File: config.mk
export PLATFORM = sky130hd
export DESIGN_NAME = cia_div
export DESIGN_NICKNAME = d
export VERILOG_FILES = /design/src/cia_pkg.sv /design/src/cia_div.sv
export SDC_FILE = /design/constraint.sdc
export NUM_CORES = 2
export LEC_CHECK = 0
export BUFFER_PORTS_ARGS = -buffer_cell sky130_fd_sc_hd__buf_2
export CORE_ASPECT_RATIO = 0.75
export CORE_MARGIN = 2
export CORE_UTILIZATION = 48
export CTS_BUF_LIST = sky130_fd_sc_hd__clkbuf_16
export DETAILED_ROUTE_END_ITERATION = 7
export HOLD_SLACK_MARGIN = 0.15
export PLACE_DENSITY = 0.64
export SETUP_SLACK_MARGIN = 0.02
export SYNTH_ARGS = -nofsm -noshare
export SYNTH_HDL_FRONTEND = slang
export SYNTH_SLANG_ARGS = --single-unit
File: constraint.sdc
create_clock -name i_clk -period 10.8 [get_ports i_clk]
set_input_delay 0.54 -clock i_clk [delete_from_list [all_inputs] [get_ports i_clk]]
set_output_delay 0.54 -clock i_clk [all_outputs]
set_load 0.02 [all_outputs]
File: src/cia_pkg.sv
package cia_pkg;

    localparam int WIDTH_DEF = 32;
    localparam int OP_W      = 3;
    localparam int ERR_W     = 2;

    // Fixed pipeline around the divider: input register, operand prep, output register.
    localparam int FRONT_STAGES = 2;
    localparam int BACK_STAGES  = 1;

    // Compute stages inside the multiplier lane before its delay line.
    localparam int MUL_STAGES = 4;

    localparam logic [OP_W-1:0] OP_ADD = 3'd0;
    localparam logic [OP_W-1:0] OP_SUB = 3'd1;
    localparam logic [OP_W-1:0] OP_MUL = 3'd2;
    localparam logic [OP_W-1:0] OP_DIV = 3'd3;
    localparam logic [OP_W-1:0] OP_REM = 3'd4;

    localparam logic [ERR_W-1:0] ERR_NONE    = 2'd0;
    localparam logic [ERR_W-1:0] ERR_OVER    = 2'd1;
    localparam logic [ERR_W-1:0] ERR_UNDER   = 2'd2;
    localparam logic [ERR_W-1:0] ERR_DIVZERO = 2'd3;

endpackage

File: src/cia_div.sv
module cia_div
    import cia_pkg::*;
#(
    parameter int WIDTH = WIDTH_DEF,
    parameter type t_tag = logic
) (
    input  logic             i_clk,
    input  logic             i_rst_n,
    input  logic             i_en,
    input  logic             i_valid,
    input  t_tag             i_tag,
    input  logic [WIDTH-1:0] i_mag_a,
    input  logic [WIDTH-1:0] i_mag_b,
    output logic             o_valid,
    output t_tag             o_tag,
    output logic [WIDTH-1:0] o_quo,
    output logic [WIDTH-1:0] o_rem
);

    localparam int DEPTH = WIDTH;

    logic [DEPTH-1:0] r_vld;
    logic [WIDTH-1:0] r_rem [DEPTH];
    logic [WIDTH-1:0] r_quo [DEPTH];
    logic [WIDTH-1:0] r_div [DEPTH];
    t_tag             r_tag [DEPTH];

    logic [WIDTH-1:0] n_rem [DEPTH];
    logic [WIDTH-1:0] n_quo [DEPTH];
    logic [WIDTH-1:0] n_div [DEPTH];
    t_tag             n_tag [DEPTH];

    // Restoring division, one quotient bit per stage. The dividend shifts out
    // of the quotient register into the partial remainder from the top.
    always_comb begin
        logic [WIDTH-1:0] prev_rem, prev_quo;
        logic [WIDTH:0]   shifted, divisor;
        logic             ge;
        for (int k = 0; k < DEPTH; k++) begin
            prev_rem = (k == 0) ? '0 : r_rem[k-1];
            prev_quo = (k == 0) ? i_mag_a : r_quo[k-1];
            n_div[k] = (k == 0) ? i_mag_b : r_div[k-1];
            n_tag[k] = (k == 0) ? i_tag : r_tag[k-1];
            shifted  = {prev_rem, prev_quo[WIDTH-1]};
            divisor  = {1'b0, n_div[k]};
            ge       = shifted >= divisor;
            n_rem[k] = ge ? WIDTH'(shifted - divisor) : WIDTH'(shifted);
            n_quo[k] = {prev_quo[WIDTH-2:0], ge};
        end
    end

    always_ff @(posedge i_clk) begin
        if (!i_rst_n) begin
            r_vld <= '0;
        end else if (i_en) begin
            r_vld <= {r_vld[DEPTH-2:0], i_valid};
        end
    end

    always_ff @(posedge i_clk) begin
        if (i_en) begin
            r_rem <= n_rem;
            r_quo <= n_quo;
            r_div <= n_div;
            r_tag <= n_tag;
        end
    end

    assign o_valid = r_vld[DEPTH-1];
    assign o_tag   = r_tag[DEPTH-1];
    assign o_quo   = r_quo[DEPTH-1];
    assign o_rem   = r_rem[DEPTH-1];

endmodule

# --- After elaboration in Yosys (flattened, before gate mapping) ---
# Cells that the tools add are included.
totals:
  register_bits: 3104
  input_bits: 69
  output_inout_bits: 66
  wordCells: 225
op_classes:
  add_sub_neg: 32
  n_lt_le_gt_ge: 32
  n_mux: 32
ops:
  columns: ["operator", "count"]
  rows:
  - ["$ge 33x32->1", 31]
  - ["$mux 32", 31]
  - ["$sub 32x32->32", 31]
  - ["$ge 1x32->1", 1]
  - ["$sub 1x32->32", 1]
  - ["$mux 1", 1]

# --- Logic depth before layout (Yosys ltp) ---
depth:
  word_depth: 2
  depth_mapped: 16
  ltp_nobuf: 13

# --- Worst setup path before layout ---
# Ideal clock, no wire load.
synth_timing:
  kind: "flip-flop to flip-flop"
  start: "register r_div (netlist bit n_div[641])"
  end: "register r_rem[644] (netlist name) (data pin)"
  t_arrival_ps: 3159
  t_required_ps: 10540
  path_slack_ps: 7382
  path_stages_with_launch: 14
  path_buffers: 1
  synth_period_minus_slack_ps: 3418
  cell_sequence: "edfxtp_1 inv_1 ha_1 nor2b_1 o31a_1 o31ai_2 a21boi_1 o31ai_2 and4bb_2 o21ba_2 a21oi_2 a2111oi_4 buf_6 mux2_2"
synth_lines:
  columns: ["item", "line_no", "source"]
  rows:
  - ["start, declared", "cia_div.sv:25", "logic [WIDTH-1:0] r_div [DEPTH];"]
  - ["start signal, assigned", "cia_div.sv:64", "r_div <= n_div;"]
  - ["end signal, assigned", "cia_div.sv:62", "r_rem <= n_rem;"]
  - ["end, declared", "cia_div.sv:23", "logic [WIDTH-1:0] r_rem [DEPTH];"]

==> results.txt <==
----------------------------------------------------
[Setup path]
  Setup Crit Path Kind ... reg -> reg
  Delay of the slowest critical-path stage ... ~0.50 ns
  Origin of the worst setup path ... r_rem[390]$_DFFE_PP_
  Required arrival time at the worst endpoint ... 11.41 ns
  Crit path max fanout ... 28
  Worst-path cell with the longest stage delay ... sky130_fd_sc_hd__a211oi_1
  Family of cells with the greatest summed delay on the critical path ... compound AO/OA/AOI/OAI gates
  Worst Setup End Kind ... flip-flop
  Crit path launch type ... flip-flop
  Most Frequent Cell on Critical Path ... sky130_fd_sc_hd__a21oi_1
  Cell breakdown of the critical path ... ha_1, and2_1, a211oi_1, a21oi_1, o21ai_0, o21a_1, a21oi_1, o211ai_2, and2_0, inv_2, mux2_2
  Crit path arrival time ... 5.17 ns
  Buf+Inv Stages, Crit Path ... 1
  Reg-to-reg startpoint ... r_rem[390]$_DFFE_PP_

[Routing]
  Post-detailed-route via-to-cell ratio ... ~5.6
  Sum of routed wire length over all layers ... about 380000 um
  Count of antenna-violating nets left after detailed routing ... 0
  DR pass1 iterations ... 6
  Drc violations ... 0
  Average wire per cell in the routed design ... ~21 um
  DR vias ... 101729
  Number of violations reported at the end of detailed-routing iteration 0 ... around 9400

[GRT]
  Overflow after GRT ... 0
  Global-route wire length before repair ... around 580000 um
  Global-route total usage across every layer ... 0.2210
  Maximum number of pins on one net before global-route repair ... 170
  Antenna violations before repair ... 14
  Number of global-route vias before repair ... 98219

[Clock network]
  Clock tree from TritonCTS ... built
  Clock latency of the later-clocked register in the worst-skew pair ... 0.89 ns
  Cell at the root of the clock tree ... sky130_fd_sc_hd__clkbuf_16
  Clk slew on worst S/H paths ... 0.07 ns
  Largest buffer count on any clock path ... 4
  CTS H-tree lvls ... 5
  Total CTS buffers ... 326
  Number of clock sinks seen by CTS ... 3104

[Timing]
  Least-Margin Pin Slew ... 1.201 ns
  Hold violation total from the final report ... 0
  Slew margin rel. ... 0.1992
  Min Tclk post-route ... 4.555 ns
  Achievable clock frequency ... 219.6 MHz
  Count of pins over their slew limit ... 0
  RSZ-0062 raised after global routing ... no
  Total Negative Setup Slacks ... 0 ns
  Final Cycle Share ... 0.4217
  Final Skew ... approximately 0.061 ns
  Total of endpoints with negative setup slack in the final report ... 0

[Layout]
  Most common library cell in the layout ignoring fill and taps ... sky130_fd_sc_hd__edfxtp_1
  # nets final ... about 14000
  Area growth syn-to-layout ... 10.52%
  Top library cells by usage in the layout, fill and taps aside ... sky130_fd_sc_hd__edfxtp_1, sky130_fd_sc_hd__inv_1, sky130_fd_sc_hd__ha_1
  Final Instance Area ... 0.1760 mm^2
  Share of post-route cells with drive strength above 1 ... 0.08775

[Yosys]
  Predominant post-synthesis flop cell ... sky130_fd_sc_hd__edfxtp_1
  Ys async rst share ... 0
  Count of warnings emitted by yosys ... 0
  Cell Area, Synth ... 0.1593 mm^2
  Cell count after synthesis ... 13137
  Net Count, Synth ... roughly 14000
  Avg Synthesized Cell Area ... 12.12 um^2
  Cell variety after synth ... roughly 110
  Number of register bits inferred by synthesis ... 3104
  Share of the yosys chip area belonging to registers ... 0.5832
  Number of enable-type register cells in the synthesized netlist ... about 3100

[Floorplan]
  Die width ... 669.2 um
  Core footprint ... roughly 0.33 mm^2
  Die ar. ... roughly 0.34 mm^2
  I/O pins ... roughly 140
  Count of standard-cell rows ... 183
  DIE HEIGHT ... 502.9 um
  Initial cell density of the core ... 0.4814

[Power]
  Total leakage power ... 0.07018 uW
  Final Total Pwr ... between 50000 and 60000 uW
  Peak supply drop ... 0.1506 mV
  Pwr Density ... just over 300 mW/mm^2

[Place]
  Area after DPL ... 0.1646 mm^2
  Port bufs ... 134
  Routability-driven placement congestion ratio ... 0.9365
  Detailed Place HPWL ... 280100 um

[Hold path]
  Worst hold-check path type ... reg -> reg
  Hold Startpoint ... n_quo[836]$_DFFE_PP_

[Flow run]
  Number of max-cap violations ... 0

[Run status]
  Status ... finished clean

----------------------------------------------------
==> synthesized netlist by cell type, types with 93 or more instances <==
master                     instances  area (um^2)
sky130_fd_sc_hd__a211oi_1         93        698.2
sky130_fd_sc_hd__nor2_1          649         2436
sky130_fd_sc_hd__nand4_1         158        988.5
sky130_fd_sc_hd__o21ai_0         754         3774
sky130_fd_sc_hd__nor2b_1         171         1070
sky130_fd_sc_hd__xnor2_1         493         4318
sky130_fd_sc_hd__nand2_1         893         3352
sky130_fd_sc_hd__a31oi_1          96        600.6
sky130_fd_sc_hd__nor3_1          133        665.6
sky130_fd_sc_hd__mux2_2          398         4482
sky130_fd_sc_hd__clkbuf_1        246        923.4
sky130_fd_sc_hd__o21bai_1        133        998.5
sky130_fd_sc_hd__nand2b_1        119        744.5
sky130_fd_sc_hd__a21oi_1         986         4935
sky130_fd_sc_hd__nand3_1         214         1071
sky130_fd_sc_hd__xor2_1          320         2803
sky130_fd_sc_hd__inv_1          1277         4793
sky130_fd_sc_hd__o21a_1          143         1074
sky130_fd_sc_hd__edfxtp_1       3072        92250
sky130_fd_sc_hd__ha_1            994        12440
sky130_fd_sc_hd__a21o_1          527         3956
==> cells by family (layout without fill, tap and decap cells) <==
group	after synthesis	after routing	synth area share
xor+xnor	813	813	0.04470
buf+inv	1676	2135	0.04176
flops	3104	3104	0.5832
simple gates	2665	2665	0.07900
fa+ha+maj	1025	1025	0.08198
mux	489	489	0.03398
compound gates	3365	3365	0.1354
other cells	0	2	0
==> power breakdown <==
part | leakage (uW) | internal, uW | switching, uW
logic | 0.0345 | 9720 | 13500
clock network | 0.00543 | 6580 | 4750
registers | 0.0303 | 17300 | 1890
total | 0.0702 | 33600 | 20100
==> state kept, by name (all words and copies together) (netlist names) <==
| signal | cells |
|---|---|
| n_div | 992 |
| o_quo | 32 |
| n_tag | 31 |
| r_vld | 32 |
| n_quo | 961 |
| o_rem | 32 |
| r_rem | 992 |
| o_tag | 1 |
| r_quo | 31 |
==> metal layers <==
layer / wire length, um / track usage / vias up
met5: 41 / 0 / -
met4: 8578 / 0.05208 / 6
met2: 170100 / 0.3455 / 2820
li1: - / - / 48881
met3: 21030 / 0.02958 / 530
met1: 179900 / 0.3273 / 49492
==> through the flow <==
stage	hold WS, ns	std cells	utilization	setup slack [ns]
6_report	0.3576	18038	0.5320	6.245
3_5_place_dp	0.4045	17387	0.4974	6.330
4_1_cts	0.2751	18036	0.5320	6.310
5_1_grt	0.3121	18038	0.5320	6.025
3_3_place_gp	0.4002	17387	0.4974	6.355
2_1_floorplan	0.4003	13137	-	7.382
==> final timing paths <==
check | slack, ns | cells after the start | to
max | 6.25 | 11 | r_rem[381]$_DFFE_PP_
min | 0.36 | 0 | n_quo[805]$_DFFE_PP_
max reg2reg | 6.25 | 11 | r_rem[381]$_DFFE_PP_
min reg2reg | 0.36 | 0 | n_quo[805]$_DFFE_PP_
==> cell type report <==
class	instances	area, um^2
fill	27834	154800
sequential	3104	92890
multi-input combinational	8357	59930
clock buffer	332	8308
tap	4440	5555
inverter	1280	4805
clock inverter	248	2450
timing repair buffer	275	2092
antenna	2	5.005
==> timing repair <==
action	in CTS	in global routing
setup endpoints to repair	0	0
hold endpoints to repair	122	0
buffers inserted	0	0
resized for setup	0	0
hold buffers	69	0
Power figures use the tool's default switching activity.
