### config.mk
export PLATFORM = sky130hd
export DESIGN_NAME = cia_mul
export DESIGN_NICKNAME = d
export VERILOG_FILES = /design/src/cia_pkg.sv /design/src/cia_mul.sv
export SDC_FILE = /design/constraint.sdc
export NUM_CORES = 2
export LEC_CHECK = 0
export ABC_AREA = 1
export BUFFER_PORTS_ARGS = -buffer_cell sky130_fd_sc_hd__buf_4
export CELL_PAD_IN_SITES_DETAIL_PLACEMENT = 1
export CELL_PAD_IN_SITES_GLOBAL_PLACEMENT = 2
export CORE_ASPECT_RATIO = 1.5
export CORE_UTILIZATION = 47
export CTS_CLUSTER_DIAMETER = 60
export DETAILED_ROUTE_END_ITERATION = 8
export GPL_ROUTABILITY_DRIVEN = 0
export GPL_TIMING_DRIVEN = 0
export PLACE_DENSITY = 0.86
export RECOVER_POWER = 100
export SLEW_MARGIN = 40
export SYNTH_ARGS = -nofsm -noshare
export SYNTH_HDL_FRONTEND = slang
export SYNTH_SLANG_ARGS = --single-unit
### constraint.sdc
create_clock -name i_clk -period 18.1 [get_ports i_clk]
set_input_delay 3.62 -clock i_clk [delete_from_list [all_inputs] [get_ports i_clk]]
set_output_delay 3.62 -clock i_clk [all_outputs]
set_load 0.02 [all_outputs]
### src/cia_pkg.sv
package cia_pkg;

    localparam int WIDTH_DEF = 32;
    localparam int OP_W      = 3;
    localparam int ERR_W     = 2;

    // Fixed pipeline around the divider: input register, operand prep, output register.
    localparam int FRONT_STAGES = 2;
    localparam int BACK_STAGES  = 1;

    // Compute stages inside the multiplier lane before its delay line.
    localparam int MUL_STAGES = 4;

    localparam logic [OP_W-1:0] OP_ADD = 3'd0;
    localparam logic [OP_W-1:0] OP_SUB = 3'd1;
    localparam logic [OP_W-1:0] OP_MUL = 3'd2;
    localparam logic [OP_W-1:0] OP_DIV = 3'd3;
    localparam logic [OP_W-1:0] OP_REM = 3'd4;

    localparam logic [ERR_W-1:0] ERR_NONE    = 2'd0;
    localparam logic [ERR_W-1:0] ERR_OVER    = 2'd1;
    localparam logic [ERR_W-1:0] ERR_UNDER   = 2'd2;
    localparam logic [ERR_W-1:0] ERR_DIVZERO = 2'd3;

endpackage

### src/cia_mul.sv
module cia_mul
    import cia_pkg::*;
#(
    parameter int WIDTH = WIDTH_DEF,
    parameter int DEPTH = WIDTH_DEF
) (
    input  logic             i_clk,
    input  logic             i_en,
    input  logic [WIDTH-1:0] i_mag_a,
    input  logic [WIDTH-1:0] i_mag_b,
    input  logic             i_neg,
    output logic [WIDTH-1:0] o_mag,
    output logic [ERR_W-1:0] o_err
);

    localparam int H      = (WIDTH + 1) / 2;
    localparam int HW     = WIDTH - H;
    localparam int P_W    = 2 * WIDTH;
    localparam int DELAY  = DEPTH - MUL_STAGES;

    logic [H-1:0]  a_lo, b_lo;
    logic [HW-1:0] a_hi, b_hi;

    assign a_lo = i_mag_a[H-1:0];
    assign a_hi = i_mag_a[WIDTH-1:H];
    assign b_lo = i_mag_b[H-1:0];
    assign b_hi = i_mag_b[WIDTH-1:H];

    // Stage 1: four half-width partial products.
    logic [2*H-1:0]   r_ll;
    logic [WIDTH-1:0] r_lh, r_hl;
    logic [2*HW-1:0]  r_hh;
    logic             r_neg1;

    always_ff @(posedge i_clk) begin
        if (i_en) begin
            r_ll   <= (2*H)'(a_lo) * (2*H)'(b_lo);
            r_lh   <= WIDTH'(a_lo) * WIDTH'(b_hi);
            r_hl   <= WIDTH'(a_hi) * WIDTH'(b_lo);
            r_hh   <= (2*HW)'(a_hi) * (2*HW)'(b_hi);
            r_neg1 <= i_neg;
        end
    end

    // Stage 2: cross terms summed.
    logic [WIDTH:0]  r_mid;
    logic [2*H-1:0]  r_ll2;
    logic [2*HW-1:0] r_hh2;
    logic            r_neg2;

    always_ff @(posedge i_clk) begin
        if (i_en) begin
            r_mid  <= {1'b0, r_lh} + {1'b0, r_hl};
            r_ll2  <= r_ll;
            r_hh2  <= r_hh;
            r_neg2 <= r_neg1;
        end
    end

    // Stage 3: the outer products do not overlap, so they concatenate.
    logic [P_W-1:0] r_prod;
    logic           r_neg3;

    always_ff @(posedge i_clk) begin
        if (i_en) begin
            r_prod <= {r_hh2, r_ll2} + (P_W'(r_mid) << H);
            r_neg3 <= r_neg2;
        end
    end

    // Stage 4: range check on the full product.
    logic             big, exact_min;
    logic [ERR_W-1:0] n_err4;
    logic [WIDTH-1:0] r_mag4;
    logic [ERR_W-1:0] r_err4;

    always_comb begin
        big       = |r_prod[P_W-1:WIDTH-1];
        exact_min = (r_prod[P_W-1:WIDTH-1] == (WIDTH+1)'(1)) && (r_prod[WIDTH-2:0] == '0);
        n_err4    = ERR_NONE;
        if (big) begin
            if (!r_neg3) begin
                n_err4 = ERR_OVER;
            end else if (!exact_min) begin
                n_err4 = ERR_UNDER;
            end
        end
    end

    always_ff @(posedge i_clk) begin
        if (i_en) begin
            r_mag4 <= r_prod[WIDTH-1:0];
            r_err4 <= n_err4;
        end
    end

    // Delay line so that this lane lines up with the divider.
    logic [WIDTH-1:0] r_dly_mag [DELAY];
    logic [ERR_W-1:0] r_dly_err [DELAY];

    always_ff @(posedge i_clk) begin
        if (i_en) begin
            r_dly_mag[0] <= r_mag4;
            r_dly_err[0] <= r_err4;
            for (int k = 1; k < DELAY; k++) begin
                r_dly_mag[k] <= r_dly_mag[k-1];
                r_dly_err[k] <= r_dly_err[k-1];
            end
        end
    end

    assign o_mag = r_dly_mag[DELAY-1];
    assign o_err = r_dly_err[DELAY-1];

endmodule

== Yosys cells after proc, flatten, opt, wreduce, memory -nomap -nowiden ==
Memories as Yosys holds them, arrays and structs flattened.
Index checks and enable logic that the tools add are counted.
Storage, ports and cells
  register bits: 326
  bits of input ports: 67
  ROM bits: 0
  memories: 2
  latch bits: 0
  bits in writable memories: 952
Memories
  r_dly_mag: depth 28, bits a word 32, rd ports 28, clocked after Yosys merged registers in 0, wr ports 28, RTL line cia_mul.sv:98  | logic [WIDTH-1:0] r_dly_mag [DELAY];
  r_dly_err: depth 28, bits a word 2, rd ports 28, clocked after Yosys merged registers in 0, wr ports 28, RTL line cia_mul.sv:99  | logic [ERR_W-1:0] r_dly_err [DELAY];
Cells by class
  reductions and logical operators: 4
  shift-type cells: 0
  add/sub/neg operators: 2
  bitwise operators: 0
  multiplexer cells: 4
  $mul: 4
  divide/modulo/power cells: 0
  $lt $le $gt $ge: 0
  equal/unequal tests: 1
Operators by type and width (count)
  $mul 16x16->32: 4
  $add 64x49->64: 1
  $add 32x32->33: 1
  $eq 33x1->1 const B: 1
  $reduce_or 33->1: 1
  $logic_not 31->1: 1
  $mux 1: 3
  $mux 2: 1
  $reduce_and 2->1: 1
  $logic_and 1x1->1: 1

== Longest topological paths before layout ==
  depth after elaboration: 4
  gate-level depth with buffers: 26

== Least setup slack after synthesis ==
Ideal clock, no wire load.
  kind: input to register
  start point: input i_mag_b[7]
  end point: register r_hl[25] (data pin)
  data arrival time: 8199 ps
  library setup time: 253 ps
  path slack: 9648 ps
  cell stages on the path: 21
  cell sequence: clkbuf_1 nand2_1 fa_1 inv_1 fa_1 inv_1 fa_1 inv_1 fa_1 fa_1 inv_1 fa_1 inv_1 ha_1 nand2_1 nor2_1 inv_1 nor3_1 nand3_1 nand4_1 nand2_1
Between the ends
  word-level cells in the longest chain between the ends: 1
Ends and longest elaborated chain
  start, declared: RTL line cia_mul.sv:10  | input logic [WIDTH-1:0] i_mag_b,
  $mul 16x16->32: RTL line cia_mul.sv:39  | r_hl <= WIDTH'(a_hi) * WIDTH'(b_lo);
  end signal, assigned: RTL line cia_mul.sv:39
  end, declared: RTL line cia_mul.sv:31  | logic [WIDTH-1:0] r_lh, r_hl;
Every way passes these cells.
A chain may end at the register's enable or synchronous reset.

==> flow_metrics.py <==
metrics = {
    "cells_and_area": {
        "area_growth_pct": 8.53,
        "layout_commonest_cell": "nand2_1",
        "layout_common_cells": "nand2_1, inv_1, edfxtp_1",
        "fin_nets": 9098,
        "drive_gt1_share_pct": 4.89,
    },
    "logic_synthesis": {
        "postSynth.asyncResetShare_pct": 0,
        "yosys_warnings": 0,
        "synthTopCellsByArea": "edfxtp_1, fa_1, nand2_1",
        "synthMuxAreaShare_pct": 0,
        "synth_top_family_by_area": "adder cells",
        "netlist_area_um2": 80600,
        "synth_seq_cells": 1278,
        "ys_types": 32,
        "synth_edf_count": 1278,
        "syn-num-nets": 8884,
        "yosysTopAreaCell": "edfxtp_1",
        "synth_xor_area_share_pct": 1.16,
        "synth_compound_area_share_pct": 2.23,
        "yosysSeqAreaShare_pct": 47.6,
        "synth_ff_type": "edfxtp_1",
        "syn_inst": 7558,
        "synth.avg_cell_area_um2": 10.7,
        "synth-simple-area-share_pct": 12.9,
        "synth_top_area_share_pct": 47.6,
        "synth-adder-area-share_pct": 26.8,
    },
    "clocking": {
        "clockRootBuffer": "clkbuf_16",
        "clockBufferDepth": 3,
        "h-tree-depth": 3,
        "cts_made_buffers": 96,
        "worstSkewPairLatency_ps": 710,
        "clk_pin_slew_ps": 70,
        "cts_tree": "built",
        "post_cts_resize_count": 0,
        "postCtsHoldBufs": 0,
        "cts.sinks": 1278,
        "postCtsSetupRepairBufs": 0,
    },
    "sta": {
        "clock.fmax_mhz": 79.7,
        "tns_ps": 0,
        "worst_pin_slew_ps": 6290,
        "post-route-min-period_ps": 12550,
        "finalCritPeriodShare_pct": 69.3,
        "finalClockSkew_ps": 24.8,
        "rsz0062_at_grt": "false",
        "setup_viol": 0,
        "finalMaxSlewViolations": 651,
        "hold_viol_final": 0,
        "slew_headroom_pct": -319,
    },
    "global_route": {
        "overflow": 0,
        "grt_pass1_vias": 58300,
        "grt_pass1_wl_um": 355000,
        "grt_use_total_pct": 28.1,
        "antenna_found_initial": 10,
        "grt_max_degree": 131,
    },
    "detailed_routing": {
        "drc": 0,
        "ant_nets": 0,
        "first_iter_violations": 2684,
        "drt_first_pass_iters": 5,
        "vias_per_cell": 5.18,
        "vias": 52300,
        "wirelength_um": 239000,
        "drt-wirelength-per-cell_um": 23.7,
    },
    "critical_path": {
        "crit_path_cell_trace": "clkbuf_1 > buf_16 > buf_16 > buf_16 > buf_16 > buf_16 > clkbuf_1 > buf_16",
        "rr_startpoint": "r_ll2[19]",
        "r2r_cells": 10,
        "cpMaxStageDelayCell": "clkbuf_1",
        "critPathRequiredTime_ps": 18440,
        "worstSetupStartpoint": "i_en",
        "criticalPathCategory": "in -> reg",
        "slowest_delay_ps": 3370,
        "cp-start-kind": "input pin",
        "cp-end-kind": "flip-flop",
        "worstPathArrival_ps": 12890,
        "crit_top_cell": "buf_16",
        "path_max_fanout": 123,
    },
    "floorplanning": {
        "dieArea_um2": 173000,
        "core_um2": 170000,
        "die_y_um": 509,
        "start_util_pct": 47.5,
        "die-width_um": 340,
        "rows": 185,
        "io_pins": 101,
    },
    "place": {
        "hpwlAfterDp_um": 190000,
        "portBuffers": 100,
    },
    "hold_path": {
        "hold_path_class": "reg -> reg",
        "hp-start": "r_dly_mag[26][9]",
        "whs_path_depth": 0,
    },
    "run_status": {
        "outcome": "finished with violations",
        "violations": "capacitance limit, slew limit",
    },
    "flow_run": {
        "maxCapViolCount": 6,
    },
}
==> cells in the mapped netlist (14+ instances only) <==
master and n:
edfxtp_1 1278, nor3_1 42, nor2_2 28, nor2_1 242
nand2_1 1966, a21o_1 14, o21bai_1 15, ha_1 481
inv_1 1796, fa_1 778, xor2_1 92, clkbuf_1 192
nand4_1 56, o21ai_0 98, nand3_1 182, nand2_2 23
a21oi_1 188, xnor2_1 15
==> sequential cells by signal, indices dropped and copies added, names as in the netlist <==
name / count
r_mid: 33
r_dly_err: 56
r_neg2: 1
r_ll2: 32
r_neg1: 1
r_hh2: 32
r_dly_mag: 896
r_ll: 32
r_lh: 32
r_prod: 64
r_mag4: 32
r_hh: 32
r_hl: 32
r_err4: 2
r_neg3: 1
==> stage by stage <==
step / utilization [%] / hold slack, ps / area (µm²) / setup slack [ps] / instances
after floorplan: - / 400 / 80600 / 9650 / 7558
after global placement: 49.6 / 400 / 84200 / 2630 / 9902
after detailed placement: 49.8 / 405 / 84700 / 8220 / 9917
after CTS: 51.7 / 406 / 87800 / 8990 / 10100
after global routing: 51.5 / 410 / 87500 / 4650 / 10100
final: 51.5 / 404 / 87500 / 5550 / 10100
==> cells by family (layout without fill, tap and decap cells) <==
group / after synthesis / after routing
flops: 1278 / 1278
compound gates: 335 / 335
simple gates: 2581 / 2581
xor+xnor: 107 / 107
buf+inv: 1998 / 2292
fa+ha+maj: 1259 / 1259
other cells: 0 / 5
==> layout make-up <==
type	instances	area, µm²
timing repair buffer	116	822
clock buffer	119	2490
multi-input combinational	4282	34700
buffer	192	855
clock inverter	59	673
inverter	1806	6780
fill	18700	82400
sequential	1278	38400
antenna	5	12.5
tap	2244	2810
==> path summary, 6_finish.rpt <==
check                                         to  slack (ps)
worst min register to register  r_dly_mag[27][9]         400
worst min-delay path            r_dly_mag[27][9]         400
worst max register to register        r_prod[47]       15070
worst max-delay path            r_dly_err[16][1]        5550
==> per-layer routing <==
| layer | vias to the layer above | share of wire (%) | track usage, % |
|---|---|---|---|
| met4 | 6 | 10 | 23.2 |
| met2 | 1410 | 50 | 49.8 |
| met5 | - | 0.019 | 0 |
| li1 | 23800 | - | - |
| met3 | 693 | 4.3 | 3.54 |
| met1 | 26400 | 36 | 29.9 |
==> critical path, delay by kind of cell <==
kind | cells | cell delay [ps]
buffers and inverters | 8 | 8890
Power is not shown: default switching activity piles up to over one toggle a cycle in this logic, so the estimate is an artifact.
